[src/sv/prq_pkg.sv]
// prq_pkg: sizes, codes and word types shared by the packet ring queue
// no dependencies; imported by prq_front, prq_back and the top level
package prq_pkg;

	// queue geometry
	localparam int SLOT_BYTES = 64;
	localparam int SLOTS      = 8;

	// derived widths
	localparam int SLOT_W = $clog2(SLOTS);
	localparam int OFS_W  = $clog2(SLOT_BYTES + 1);
	localparam int CNT_W  = $clog2(SLOTS + 1);
	localparam int ADDR_W = $clog2(SLOTS * SLOT_BYTES);

	// fixed field widths
	localparam int BYTE_W = 8;
	localparam int LEN_W  = 7;
	localparam int OCC_W  = 4;

	// request command decoded by the front end
	typedef enum logic {
		OP_WRITE = 1'b0,
		OP_READ  = 1'b1
	} prq_op_t;

	// result kinds
	typedef enum logic [1:0] {
		KIND_WR_OK    = 2'd0,
		KIND_WR_FULL  = 2'd1,
		KIND_RD_DATA  = 2'd2,
		KIND_RD_EMPTY = 2'd3
	} prq_kind_t;

	// back end sequencer states
	typedef enum logic [1:0] {
		ST_IDLE,
		ST_RD_LEN,
		ST_RD_DATA
	} prq_state_t;

	// input word
	typedef struct packed {
		logic              cmd;
		logic [BYTE_W-1:0] data_byte;
		logic              last_byte;
	} prq_req_t;

	// output word
	typedef struct packed {
		prq_kind_t         kind;
		logic [BYTE_W-1:0] out_byte;
		logic [LEN_W-1:0]  packet_length;
		logic              last;
		logic [OCC_W-1:0]  occupancy;
	} prq_rsp_t;

	// decoded command held in the queue between front and back
	typedef struct packed {
		prq_op_t           op;
		logic [BYTE_W-1:0] data;
		logic              last;
	} prq_cmd_t;

endpackage

[src/sv/prq_front.sv]
// prq_front: accepts request words, decodes the command and buffers it
// depends on prq_pkg; feeds prq_back through a two-entry queue
module prq_front
	import prq_pkg::*;
(
	input  logic     clk,
	input  logic     arst_n,
	input  logic     req_valid,
	output logic     req_stall,
	input  prq_req_t req,
	output logic     cmd_valid,
	output prq_cmd_t cmd,
	input  logic     cmd_pop
);

	prq_cmd_t    entry_q [2];
	logic        wptr_q;
	logic        rptr_q;
	logic [1:0]  fill_q;
	logic        push;
	prq_cmd_t    decoded;

	// classify the incoming word
	always_comb begin
		decoded.op   = req.cmd ? OP_READ : OP_WRITE;
		decoded.data = req.data_byte;
		decoded.last = req.last_byte;
	end

	assign req_stall = (fill_q == 2'd2);
	assign push      = req_valid && !req_stall;
	assign cmd_valid = (fill_q != 2'd0);
	assign cmd       = entry_q[rptr_q];

	// queue storage
	always_ff @(posedge clk) begin
		if (push) begin
			entry_q[wptr_q] <= decoded;
		end
	end

	// queue pointers and fill level
	always_ff @(posedge clk or negedge arst_n) begin
		if (!arst_n) begin
			wptr_q <= 1'b0;
			rptr_q <= 1'b0;
			fill_q <= 2'd0;
		end else begin
			if (push) begin
				wptr_q <= !wptr_q;
			end
			if (cmd_pop) begin
				rptr_q <= !rptr_q;
			end
			if (push && !cmd_pop) begin
				fill_q <= fill_q + 2'd1;
			end else if (cmd_pop && !push) begin
				fill_q <= fill_q - 2'd1;
			end
		end
	end

endmodule

[config.mk]
export PLATFORM = sky130hd
export DESIGN_NAME = prq_front
export DESIGN_NICKNAME = d
export VERILOG_FILES = /design/src/sv/prq_pkg.sv /design/src/sv/prq_front.sv
export SDC_FILE = /design/constraint.sdc
export NUM_CORES = 1
export LEC_CHECK = 0
export BUFFER_PORTS_ARGS = -buffer_cell sky130_fd_sc_hd__buf_2
export CORE_ASPECT_RATIO = 1.75
export CORE_MARGIN = 2
export CORE_UTILIZATION = 40
export CTS_CLUSTER_DIAMETER = 150
export DETAILED_ROUTE_END_ITERATION = 8
export GPL_TIMING_DRIVEN = 1
export PLACE_DENSITY = 0.63
export SLEW_MARGIN = 20
export SYNTH_ARGS = -nofsm -noshare
export SYNTH_HDL_FRONTEND = slang
export SYNTH_SLANG_ARGS = --single-unit
[constraint.sdc]
create_clock -name clk -period 1.4 [get_ports clk]
set_input_delay 0.42 -clock clk [delete_from_list [all_inputs] [get_ports clk]]
set_output_delay 0.42 -clock clk [all_outputs]
set_load 0.1 [all_outputs]
==> metrics.md <==
| Metric | Value |
|---|---|
| Outcome | `finished, violations left` |
| Failing checks | `setup timing` |
| Post-synth EDFFs | `20` |
| Antenna diodes | `0` |
| Pre-CTS setup slack | `-0.110 ns` |
| CTS HTree Levels | `1` |
| Final Hold Fails | `0` |
| # DRC | `0` |
| First-pass GRT wire length | `2780 µm` |
| Clock transition at path regs | `0.08 ns` |
| Crit path max fanout | `7` |
| Routability cong. | `0.617` |
| Post-route setup slack | `-0.351 ns` |
| Synth warn | `0` |
| Critical Path Start Type | `flop` |
| Cell count after synthesis | `50` |
| Port buffer count | `25` |
| Worst skew pair latency | `0.26 ns` |
| Max Freq | `571 MHz` |
| Vias | `543` |
| Root Buffer | `clkbuf_8` |
| Final ANT Viol Nets | `0` |
| R2R Path End | `fill_q[1]` |
| Period utilization | `125%` |
| Final instance area | `1540 µm²` |
| Via density | `4.76` |
| Slew of the pin with the lowest slew margin | `0.211 ns` |
| Dpl hpwl | `1200 µm` |
| Mapped Avg Cell Area | `19.5 µm²` |
| Proportion of layout cells with a drive suffix above 1 | `66.3%` |
| TritonCTS buffer count | `3` |
| R2R Path Start | `fill_q[1]` |
| Detailed Routing Iterations Pass 1 | `2` |
| Cell Area, Placed | `1370 µm²` |
| Die Area | `2860 µm²` |
| Post-Syn Area | `973 µm²` |
| Max-slew violations | `0` |
| Worst Setup End Kind | `output pin` |
| Count leader, synth | `edfxtp_1` |
| Starting Density | `42.3%` |
| Vias in the first global route | `576` |
| Core area | `2300 µm²` |
| Period minus WS final | `1.75 ns` |
| Predominant post-synthesis flop cell | `edfxtp_1` |
| Detailed Route Iter0 Violations | `13` |
| Post-layout util | `66.9%` |
| Distinct cells, synth | `15` |
| DR WL/cell | `15.2 µm` |
| Initial antenna violation count | `0` |
| Cell taking the most area after synthesis | `edfxtp_1` |
| Synth-to-layout area growth | `58.2%` |
| Crit path to | `cmd[4]` |
| Worst R2R Path Depth | `8` |
| Worst Path Required | `0.98 ns` |
| Tot GR Track Use | `14.7%` |
| Detailed Route WL | `1730 µm` |
| CP Class | `reg2out` |
| Critical path arrival | `1.33 ns` |
| Largest net degree at the start of global routing | `14` |
| CP startpoint | `rptr_q` |
| Reg2reg setup slack | `0.01 ns` |
| CTS tree | `built` |
| Die H | `69.3 µm` |
| Clock tree buffer depth | `2` |
| Share of the synthesized area in the top cell type | `61.7%` |
| # setup viols final | `12` |
| HP Class | `in2reg` |
| #FFs+latches synth | `24` |
| Max cap viols | `0` |
| Syn nets | `65` |
| Clock Skew | `0.00225 ns` |
| Nets | `105` |
| Relative slew slack | `85.9%` |
| FP Rows | `23` |
| Die W | `41.3 µm` |
| Clk sinks | `24` |
| Sequential share of the synthesized area | `72.0%` |
| Ys async rst share | `16.7%` |
| Synth top area cells | `edfxtp_1 62%, mux2_4 14%, dfrtp_1 10%` |
| Setup TNS | `-3.66 ns` |
| IO Count | `26` |
| Unrepaired setup endpoints after global routing | `yes` |
| Grt total ovfl | `0` |
| Synth cell count leaders | `20 x edfxtp_1, 9 x mux2_4, 4 x dfrtp_1` |
## worst max-delay path, stage by stage, from the launching register on
cell	delay (ns)
dfrtp_2	0.45
buf_12	0.15
mux2_4	0.31
buf_12	0.17
## logic make-up (layout without fill, tap and decap cells)
| family | after synthesis | in the layout | synth area share [%] |
|---|---|---|---|
| buf+inv | 4 | 43 | 2.31 |
| mux | 10 | 10 | 15.0 |
| simple gates | 6 | 6 | 4.11 |
| fa+ha+maj | 1 | 1 | 1.29 |
| flops | 24 | 24 | 72.0 |
| xor+xnor | 5 | 5 | 5.27 |
## what timing repair did
item / 4_1_cts / 5_1_grt
pin swaps: 5 / 5
endpoints found under the hold margin: 4 / 0
buffers inserted: 3 / 1
resized for setup: 8 / 11
setup endpoints to repair: 13 / 23
hold buffers: 1 / 0
## routing by layer
| metal | track usage (%) | vias to the layer above | wire [µm] |
|---|---|---|---|
| li1 | - | 259 | - |
| met1 | 16.8 | 269 | 547 |
| met2 | 24.3 | 13 | 1110 |
| met3 | 2.24 | 2 | 62 |
| met4 | 7.53 | 0 | 14 |
| met5 | 0 | - | 0 |
## sequential cells by signal (all words and copies together) (netlist names)
name	cells
entry_q	20
fill_q	2
rptr_q	1
wptr_q	1
## layout by cell type (no fill, tap or decap), drive strengths merged
| cell type | n |
|---|---|
| ha | 1 |
| or2 | 1 |
| clkbuf | 3 |
| xnor2 | 2 |
| inv | 2 |
| and3 | 1 |
| clkinv | 1 |
| dlygate4sd3 | 1 |
| dfrtp | 4 |
| nand2b | 1 |
| nor2 | 2 |
| xor2 | 3 |
| mux2 | 10 |
| clkinvlp | 1 |
| edfxtp | 20 |
| buf | 35 |
| nand2 | 1 |
## cell type report
class                   count  area (µm²)
fillers                   163         762
inverters                   3        15.0
repair buffers             36         439
clock inverters             1        3.75
flip-flops and latches     24         702
well taps                  25        31.3
multi-input cells          22         308
clock buffers               3        41.3
## per-stage QoR
step	std cells	hold slack (ns)
floorplan	50	0.124
global placement	105	0.232
detailed placement	105	0.232
CTS	113	0.341
global route	114	0.339
finish	114	0.349
## how the worst min path moves through the flow
stage / startpoint / endpoint / slack, ns / cells past startpoint
floorplan: arst_n / fill_q[0] / 0.12 / 0
global placement: arst_n / fill_q[0] / 0.23 / 1
detailed placement: arst_n / fill_q[0] / 0.23 / 1
CTS: req[3] / entry_q[0][3] / 0.34 / 1
global route: req[7] / entry_q[1][7] / 0.34 / 1
finish: req[7] / entry_q[0][7] / 0.35 / 1
Power is left out: the tool's default activity adds up to more than one toggle a clock period on the data nets, which glitch-free logic cannot reach.
